`config.mk`:
```
export PLATFORM = sky130hd
export DESIGN_NAME = xoshiro256_plus_bounded_random
export DESIGN_NICKNAME = d
export VERILOG_FILES = /design/src/design/xbr_pkg.sv /design/src/design/xbr_regs.sv /design/src/design/xbr_datapath.sv /design/src/design/xbr_ctrl.sv /design/src/design/xoshiro256_plus_bounded_random.sv
export SDC_FILE = /design/constraint.sdc
export NUM_CORES = 2
export LEC_CHECK = 0
export BUFFER_PORTS_ARGS = -buffer_cell sky130_fd_sc_hd__buf_2
export CORE_MARGIN = 1
export CORE_UTILIZATION = 40
export CTS_BUF_LIST = sky130_fd_sc_hd__clkbuf_4 sky130_fd_sc_hd__clkbuf_8
export DETAILED_ROUTE_END_ITERATION = 8
export PLACE_DENSITY_LB_ADDON = 0.08
export SYNTH_ARGS = -nofsm -noshare
export SYNTH_HDL_FRONTEND = slang
export SYNTH_SLANG_ARGS = --single-unit
```
`constraint.sdc`:
```
create_clock -name aclk -period 20.3 [get_ports aclk]
set_clock_uncertainty 0.2 [all_clocks]
set_input_delay 2.03 -clock aclk [delete_from_list [all_inputs] [get_ports aclk]]
set_output_delay 2.03 -clock aclk [all_outputs]
set_load 0.01 [all_outputs]
```
`src/design/xbr_pkg.sv`:
```
// ----------------------------------------------------------------------------
// xbr_pkg
// Shared widths, reset values, command codes and the controller/datapath
// interface types for the xoshiro256++ bounded random block.
// ----------------------------------------------------------------------------
package xbr_pkg;

    localparam int WORD_W   = 64;
    localparam int N_SEEDS  = 4;
    localparam int IDX_W    = $clog2(N_SEEDS);
    localparam int ADDR_W   = IDX_W + 3;          // 8-byte register stride
    localparam int CMD_W    = 2;
    localparam int DIV_STEPS = WORD_W;            // one quotient bit per cycle
    localparam int CNT_W    = $clog2(DIV_STEPS);

    // xoshiro256++ shift and rotate amounts
    localparam int ROT_RESULT = 23;
    localparam int SHIFT_T    = 17;
    localparam int ROT_STATE  = 45;

    typedef logic [WORD_W-1:0]        word_t;
    typedef word_t [N_SEEDS-1:0]      seed_arr_t;

    // seed registers and generator state come out of reset as 1, 2, 3, 4
    localparam seed_arr_t SEED_RESET = {64'd4, 64'd3, 64'd2, 64'd1};

    typedef enum logic [CMD_W-1:0] {
        CMD_RELOAD  = 2'd0,
        CMD_RAW     = 2'd1,
        CMD_BOUNDED = 2'd2,
        CMD_UNUSED  = 2'd3
    } cmd_t;

    // datapath operations issued by the controller
    typedef enum logic [2:0] {
        OP_NONE,
        OP_RELOAD,      // state <- seeds, result <- 0
        OP_ZERO,        // result <- 0
        OP_RAW,         // step generator, result <- raw output
        OP_RAW_BAD,     // step generator, result <- raw output, flag bad bound
        OP_DRAW_DIV,    // step generator, start remainder of raw output
        OP_DIV_STEP,    // one restoring-division step
        OP_TAKE_REM     // result <- remainder
    } op_t;

    typedef struct packed {
        op_t  op;
        logic latch_bound;
        logic load_out;
    } xbr_ctl_t;

    typedef struct packed {
        logic bound_zero;   // bound on the input port is zero
        logic reject;       // current draw falls in the biased tail
    } xbr_sts_t;

endpackage

```
`src/design/xbr_regs.sv`:
```
// ----------------------------------------------------------------------------
// xbr_regs
// APB register file holding the four 64-bit seed words.
// ----------------------------------------------------------------------------
module xbr_regs
    import xbr_pkg::*;
(
    input  logic              aclk,
    input  logic              aresetn,
    input  logic              psel,
    input  logic              penable,
    input  logic              pwrite,
    input  logic [ADDR_W-1:0] paddr,
    input  logic [WORD_W-1:0] pwdata,
    output logic [WORD_W-1:0] prdata,
    output logic              pready,
    output seed_arr_t         seeds
);

    seed_arr_t        seed_reg;
    logic [IDX_W-1:0] idx;

    assign idx    = paddr[ADDR_W-1:3];
    assign pready = 1'b1;
    assign prdata = seed_reg[idx];
    assign seeds  = seed_reg;

    always_ff @(posedge aclk) begin
        if (!aresetn) begin
            seed_reg <= SEED_RESET;
        end else if (psel && penable && pwrite) begin
            seed_reg[idx] <= pwdata;
        end
    end

endmodule

```
`src/design/xbr_datapath.sv`:
```
// ----------------------------------------------------------------------------
// xbr_datapath
// Generator state, one-step xoshiro256++ update, bit-serial remainder unit,
// rejection compare and the result/output registers.
// ----------------------------------------------------------------------------
module xbr_datapath
    import xbr_pkg::*;
(
    input  logic              aclk,
    input  logic              aresetn,
    input  xbr_ctl_t          ctl,
    output xbr_sts_t          sts,
    input  seed_arr_t         seeds,
    input  logic [WORD_W-1:0] s_bound,
    output logic [WORD_W-1:0] m_value,
    output logic              m_bad_bound
);

    seed_arr_t st_reg;
    word_t     bound_reg, x_reg, xsh_reg, rem_reg;
    word_t     res_value_reg, out_value_reg;
    logic      res_bad_reg, out_bad_reg;

    word_t     sum03, raw, t_val, n0, n1, n2, n3, n3_x;
    seed_arr_t st_next;

    logic [WORD_W:0] trial, trial_diff;
    word_t           rem_step;

    // xoshiro256++ output and state advance
    always_comb begin
        sum03 = st_reg[0] + st_reg[3];
        raw   = ((sum03 << ROT_RESULT) | (sum03 >> (WORD_W - ROT_RESULT))) + st_reg[0];
        t_val = st_reg[1] << SHIFT_T;
        n2    = st_reg[2] ^ st_reg[0];
        n3_x  = st_reg[3] ^ st_reg[1];
        n1    = st_reg[1] ^ n2;
        n0    = st_reg[0] ^ n3_x;
        n3    = (n3_x << ROT_STATE) | (n3_x >> (WORD_W - ROT_STATE));
        st_next = {n3, n2 ^ t_val, n1, n0};
    end

    // restoring division: shift in the next dividend bit, subtract if it fits
    always_comb begin
        trial      = {rem_reg, xsh_reg[WORD_W-1]};
        trial_diff = trial - {1'b0, bound_reg};
        rem_step   = trial_diff[WORD_W] ? trial[WORD_W-1:0] : trial_diff[WORD_W-1:0];
    end

    assign sts.bound_zero = (s_bound == '0);
    assign sts.reject     = (x_reg - rem_reg) > (WORD_W'(0) - bound_reg);

    always_ff @(posedge aclk) begin
        if (!aresetn) begin
            st_reg <= SEED_RESET;
        end else begin
            unique case (ctl.op)
                OP_RELOAD:                      st_reg <= seeds;
                OP_RAW, OP_RAW_BAD, OP_DRAW_DIV: st_reg <= st_next;
                default: ;
            endcase
        end
    end

    always_ff @(posedge aclk) begin
        if (ctl.latch_bound) begin
            bound_reg <= s_bound;
        end
        unique case (ctl.op)
            OP_RELOAD, OP_ZERO: begin
                res_value_reg <= '0;
                res_bad_reg   <= 1'b0;
            end
            OP_RAW: begin
                res_value_reg <= raw;
                res_bad_reg   <= 1'b0;
            end
            OP_RAW_BAD: begin
                res_value_reg <= raw;
                res_bad_reg   <= 1'b1;
            end
            OP_DRAW_DIV: begin
                x_reg   <= raw;
                xsh_reg <= raw;
                rem_reg <= '0;
            end
            OP_DIV_STEP: begin
                rem_reg <= rem_step;
                xsh_reg <= xsh_reg << 1;
            end
            OP_TAKE_REM: begin
                res_value_reg <= rem_reg;
                res_bad_reg   <= 1'b0;
            end
            default: ;
        endcase
        if (ctl.load_out) begin
            out_value_reg <= res_value_reg;
            out_bad_reg   <= res_bad_reg;
        end
    end

    assign m_value     = out_value_reg;
    assign m_bad_bound = out_bad_reg;

endmodule

```
`src/design/xbr_ctrl.sv`:
```
// ----------------------------------------------------------------------------
// xbr_ctrl
// Command sequencer: decodes each item, runs the division and rejection
// loop, and hands results to the output register.
// ----------------------------------------------------------------------------
module xbr_ctrl
    import xbr_pkg::*;
(
    input  logic             aclk,
    input  logic             aresetn,
    input  logic             s_valid,
    output logic             s_ready,
    input  logic [CMD_W-1:0] s_cmd,
    output logic             m_valid,
    input  logic             m_ready,
    output xbr_ctl_t         ctl,
    input  xbr_sts_t         sts
);

    typedef enum logic [1:0] {
        ST_IDLE,
        ST_DIV,
        ST_CHECK,
        ST_FINISH
    } state_t;

    state_t           state_reg, state_next;
    logic [CNT_W-1:0] cnt_reg, cnt_next;
    logic             m_valid_reg, m_valid_next;
    logic             accept, out_free;

    assign accept   = s_valid && (state_reg == ST_IDLE);
    assign out_free = !m_valid_reg || m_ready;

    always_comb begin
        state_next      = state_reg;
        cnt_next        = cnt_reg;
        m_valid_next    = m_valid_reg && !m_ready;
        ctl.op          = OP_NONE;
        ctl.latch_bound = 1'b0;
        ctl.load_out    = 1'b0;
        unique case (state_reg)
            ST_IDLE: begin
                if (accept) begin
                    ctl.latch_bound = 1'b1;
                    state_next      = ST_FINISH;
                    unique case (cmd_t'(s_cmd))
                        CMD_RELOAD: ctl.op = OP_RELOAD;
                        CMD_RAW:    ctl.op = OP_RAW;
                        CMD_BOUNDED: begin
                            if (sts.bound_zero) begin
                                ctl.op = OP_RAW_BAD;
                            end else begin
                                ctl.op     = OP_DRAW_DIV;
                                cnt_next   = '0;
                                state_next = ST_DIV;
                            end
                        end
                        CMD_UNUSED: ctl.op = OP_ZERO;
                        default:    ctl.op = OP_ZERO;
                    endcase
                end
            end
            ST_DIV: begin
                ctl.op   = OP_DIV_STEP;
                cnt_next = cnt_reg + 1'b1;
                if (cnt_reg == CNT_W'(DIV_STEPS - 1)) begin
                    state_next = ST_CHECK;
                end
            end
            ST_CHECK: begin
                if (sts.reject) begin
                    // biased tail: draw again
                    ctl.op     = OP_DRAW_DIV;
                    cnt_next   = '0;
                    state_next = ST_DIV;
                end else begin
                    ctl.op     = OP_TAKE_REM;
                    state_next = ST_FINISH;
                end
            end
            ST_FINISH: begin
                if (out_free) begin
                    ctl.load_out = 1'b1;
                    m_valid_next = 1'b1;
                    state_next   = ST_IDLE;
                end
            end
            default: state_next = ST_IDLE;
        endcase
    end

    always_ff @(posedge aclk) begin
        if (!aresetn) begin
            state_reg   <= ST_IDLE;
            cnt_reg     <= '0;
            m_valid_reg <= 1'b0;
        end else begin
            state_reg   <= state_next;
            cnt_reg     <= cnt_next;
            m_valid_reg <= m_valid_next;
        end
    end

    assign s_ready = (state_reg == ST_IDLE);
    assign m_valid = m_valid_reg;

endmodule

```
`src/design/xoshiro256_plus_bounded_random.sv`:
```
// ----------------------------------------------------------------------------
// xoshiro256_plus_bounded_random
// xoshiro256++ generator with reload, raw draw and unbiased bounded draw.
// ----------------------------------------------------------------------------
// Usage:
//   Seeds sit in four 64-bit APB registers at byte addresses 0, 8, 16, 24;
//   write them only while the block is idle. pready is tied high.
//   Each input item (s_cmd, s_bound) gives exactly one result item
//   (m_value, m_bad_bound) on the valid/ready result channel.
//   s_cmd: reload copies the seeds into the generator state and returns 0;
//   raw returns one generator output; bounded returns draw mod s_bound,
//   drawing again while the draw lands in the biased tail. A zero bound
//   returns the raw draw with m_bad_bound set. The unused code returns 0.
//   For reload, raw, unused and zero-bound items the controller steps from
//   IDLE to FINISH, which loads the output register and raises m_valid as
//   soon as that register is free; the next item is taken back in IDLE.
//   A bounded draw runs the bit-serial remainder unit in DIV, then CHECK
//   and FINISH; a rejected draw redoes DIV. One item is handled at a time.
//   The output register holds a finished result, so the next item is
//   accepted while the receiver stalls; that item then waits in the
//   controller until the output register frees up.
//   Reset (aresetn low, synchronous) sets seeds and state to 1, 2, 3, 4
//   and empties the result channel.
// ----------------------------------------------------------------------------
module xoshiro256_plus_bounded_random
    import xbr_pkg::*;
(
    input  logic              aclk,
    input  logic              aresetn,
    // configuration port
    input  logic              psel,
    input  logic              penable,
    input  logic              pwrite,
    input  logic [ADDR_W-1:0] paddr,
    input  logic [WORD_W-1:0] pwdata,
    output logic [WORD_W-1:0] prdata,
    output logic              pready,
    // command channel
    input  logic              s_valid,
    output logic              s_ready,
    input  logic [CMD_W-1:0]  s_cmd,
    input  logic [WORD_W-1:0] s_bound,
    // result channel
    output logic              m_valid,
    input  logic              m_ready,
    output logic [WORD_W-1:0] m_value,
    output logic              m_bad_bound
);

    seed_arr_t seeds;
    xbr_ctl_t  ctl;
    xbr_sts_t  sts;

    // seed register file
    xbr_regs u_regs (
        .aclk    (aclk),
        .aresetn (aresetn),
        .psel    (psel),
        .penable (penable),
        .pwrite  (pwrite),
        .paddr   (paddr),
        .pwdata  (pwdata),
        .prdata  (prdata),
        .pready  (pready),
        .seeds   (seeds)
    );

    // sequencer: decode, divide loop, reject loop, output hand-off
    xbr_ctrl u_ctrl (
        .aclk    (aclk),
        .aresetn (aresetn),
        .s_valid (s_valid),
        .s_ready (s_ready),
        .s_cmd   (s_cmd),
        .m_valid (m_valid),
        .m_ready (m_ready),
        .ctl     (ctl),
        .sts     (sts)
    );

    // generator state, remainder unit and result registers
    xbr_datapath u_datapath (
        .aclk        (aclk),
        .aresetn     (aresetn),
        .ctl         (ctl),
        .sts         (sts),
        .seeds       (seeds),
        .s_bound     (s_bound),
        .m_value     (m_value),
        .m_bad_bound (m_bad_bound)
    );

endmodule

```
==> flow_metrics.env <==
export IMPL_status="complete, no violations"
export IMPL_syn_mean_instance_area_um2=8.843
export IMPL_clk_latency_ps=960
export IMPL_numPortBuffers=269
export IMPL_synth_compound_area_frac=0.2228
export IMPL_grt_pass1_vias=46330
export IMPL_wl_per_cell_um=24.42
export IMPL_pre_cts_slack_ps=10370
export IMPL_syn2layout_area_growth_pct=11.26
export IMPL_synth_distinct_cells=80
export IMPL_maxSlewViolCount=0
export IMPL_dr_pass1_iters=5
export IMPL_p_per_area_nw_per_um2=174.5
export IMPL_ys_ff_latch=907
export IMPL_grt_pass1_wl_um=299700
export IMPL_cts_buffers=168
export IMPL_synth_area_um2=55650
export IMPL_grt_max_degree=252
export IMPL_cts_root_buf="clkbuf_8"
export IMPL_slowest_delay_ps=750
export IMPL_drtIter0Drc=4045
export IMPL_die_h_um=375.0
export IMPL_grt_overflow=0
export IMPL_critPathKind="flip-flop to flip-flop"
export IMPL_drc=0
export IMPL_crit_fanout=182
export IMPL_final_area_um2=61920
export IMPL_ys_flop_type="dfxtp_1"
export IMPL_yosysTopAreaCell="edfxtp_1"
export IMPL_worst_pin_slew_ps=1210
export IMPL_clk_pin_slew_ps=60
export IMPL_rsz0062_at_grt="no"
export IMPL_fillCellCount=13610
export IMPL_arrival_ps=10640
export IMPL_globalplace_congestion=0.9679
export IMPL_max_freq_mhz=99.55
export IMPL_place_inst=8049
export IMPL_crit_buf_inv=3
export IMPL_start_util=0.4038
export IMPL_cap_violations=0
export IMPL_irDropWorstVdd_mv=0.2064
export IMPL_yosysTopAreaCellShare=0.2083
export IMPL_cts_setup_buffers=0
export IMPL_wirelength_um=203900
export IMPL_row_count=136
export IMPL_synthCells=6293
export IMPL_leakagePower_uw=0.02382
export IMPL_final_cells=8350
export IMPL_endpoint_kind="flip-flop"
export IMPL_max_slew_margin=0.1931
export IMPL_cts_resized_gates=0
export IMPL_synth_adder_area_share=0.07406
export IMPL_synth_edf_count=386
export IMPL_totalPowerFinal_uw=10800
export IMPL_cp_top_family="compound AO/OA/AOI/OAI gates"
export IMPL_placed_area_um2=58470
export IMPL_synthMuxAreaShare=0.03026
export IMPL_io_pins=274
export IMPL_seq_power_share=0.279
export IMPL_tritoncts="done"
export IMPL_die_w_um=375.0
export IMPL_drive_gt1_frac=0.1133
export IMPL_cpMostUsedCell="nor2b_1"
export IMPL_synth_area_top_cells="edfxtp_1, dfxtp_1, ha_1"
export IMPL_cp_start_kind="flip-flop"
export IMPL_fin_nets=6894
export IMPL_multi_input_area_um2=31670
export IMPL_intPower_uw=5557
export IMPL_cts_buffer_depth=3
export IMPL_yosysSeqAreaShare=0.3957
export IMPL_postRouteAntennaNets=0
export IMPL_synth_warnings=0
export IMPL_syn_num_nets=6762
export IMPL_h_tree_depth=4
export IMPL_synth_simple_area_share=0.1644
export IMPL_critPathSlowestCell="o41ai_2"
export IMPL_grt_antenna_before_repair=18
export IMPL_layout_commonest_cell="nand2_1"
export IMPL_mostFrequentLayoutCells="nand2_1, a21oi_1, dfxtp_1, edfxtp_1, xnor2_1"
export IMPL_worst_slack_ps=10250
export IMPL_setup_viol=0
export IMPL_clock_sinks=907
export IMPL_clkPwrFrac=0.170
export IMPL_period_share=0.4948
export IMPL_switchingPower_uw=5247
export IMPL_track_usage=0.2829
export IMPL_cp_required_ps=20900
export IMPL_die_area_um2=140600
export IMPL_coreArea_um2=137800
export IMPL_switching_share=0.4857
export IMPL_regArea_um2=22020
export IMPL_via_count=48340
export IMPL_fin_setup_tns_ps=0
export IMPL_finalCriticalPeriod_ps=10050
export IMPL_comb_power_share=0.551
export IMPL_cts_hold_buf=0
export IMPL_dpl_hpwl_um=148500
export IMPL_viasPerCell=5.790
export IMPL_synth_top_family_by_area="compound AO/OA/AOI/OAI gates"
export IMPL_hold_path_class="flip-flop to flip-flop"
export IMPL_async_flop_share=0
export IMPL_hold_violations=0
export IMPL_synthXorXnorAreaFrac=0.07460
==> worst register-to-register path, stage by stage (launching register included) <==
cell      delay [ps]
edfxtp_1         490
inv_1            130
ha_1             300
nor2b_1          140
o31a_1           300
a211oi_1         550
a21o_1           290
o221ai_1         200
o311a_1          420
a31oi_1          330
o22ai_1          240
a311oi_1         570
o21ai_0          210
xor2_1           180
ha_1             320
a21oi_1          160
nor2b_1           70
o21ai_0          160
a21oi_1          130
o41ai_2          750
o32a_1           560
a21o_1           260
a21o_4           710
buf_4            720
buf_12           580
nor2_1           620
a221oi_1         300
nor2b_1           70
==> routing by layer <==
layer	track usage	vias up	part of all wire
met2	0.4596	1425	0.46
met3	0.04604	317	0.056
met5	0	-	0.00083
met4	0.1215	26	0.043
li1	-	23100	-
met1	0.3705	23470	0.44
==> through the flow <==
step,hold slack (ps),util
floorplan,200.3,-
global placement,202.4,0.4242
detailed placement,204.5,0.4242
CTS,189.4,0.4491
global route,201.1,0.4492
finish,198.2,0.4492
==> synth_stat cells (20+ instances only) <==
master    count
edfxtp_1    386
a211oi_1     43
nor2_1      261
nand3_1      97
nand2b_1     22
o22ai_1     149
o211ai_1     41
nor3b_1      21
nor3_1      195
and2_1       27
and3_1       45
inv_1       210
a31oi_1      38
nor4_1       31
mux4_2       64
a221oi_1     85
xnor2_1     369
o21bai_1     41
buf_1        22
o31ai_1      20
ha_1        323
a22o_1       64
nand4_1      62
nand2_1    1069
a21o_1      177
xor2_1      105
a21oi_1     637
o21ai_0     189
clkbuf_1    327
nor2b_1     118
o21a_1       46
a21boi_0    267
dfxtp_1     521
==> kinds of logic (layout without fill, tap and decap cells) <==
group,Yosys count,in the layout
xor gates and xnor gates,474,474
AOI/OAI and AO/OA,1909,1909
and+or+nand+nor,2026,2026
muxes,86,86
adders and majority gates,327,327
DFF,907,907
buffers and inverters,563,819
other,1,8
==> final timing paths <==
path | end | slack, ps | depth (start not counted) | from
max | u_datapath.st_reg[224] | 10250 | 27 | u_datapath.rem_reg[1]
min | u_datapath.m_value[29] | 200 | 0 | u_datapath.res_value_reg[29]
max reg2reg | u_datapath.st_reg[224] | 10250 | 27 | u_datapath.rem_reg[1]
min reg2reg | u_datapath.m_value[29] | 200 | 0 | u_datapath.res_value_reg[29]
==> final cells by class <==
class,count,share of cell area
Sequential cell,907,0.3557
Multi-Input combinational cell,4823,0.5115
Clock buffer,236,0.04781
Inverter,210,0.01273
Tap cell,1794,0.03625
Timing Repair Buffer,315,0.02817
Antenna cell,7,0.0002829
Clock inverter,58,0.007618
==> power groups by stage <==
| stage | sequential [uW] | clock, uW | combinational [uW] |
|---|---|---|---|
| 5_1_grt | 3050 | 1960 | 6560 |
| 3_5_place_dp | 3040 | 0 | 5900 |
| 4_1_cts | 3010 | 1880 | 5930 |
| 6_report | 3010 | 1840 | 5950 |
| 2_1_floorplan | 2900 | 0 | 4270 |
| 3_3_place_gp | 3030 | 0 | 5850 |
No activity file was read; power rests on OpenSTA's default activity.
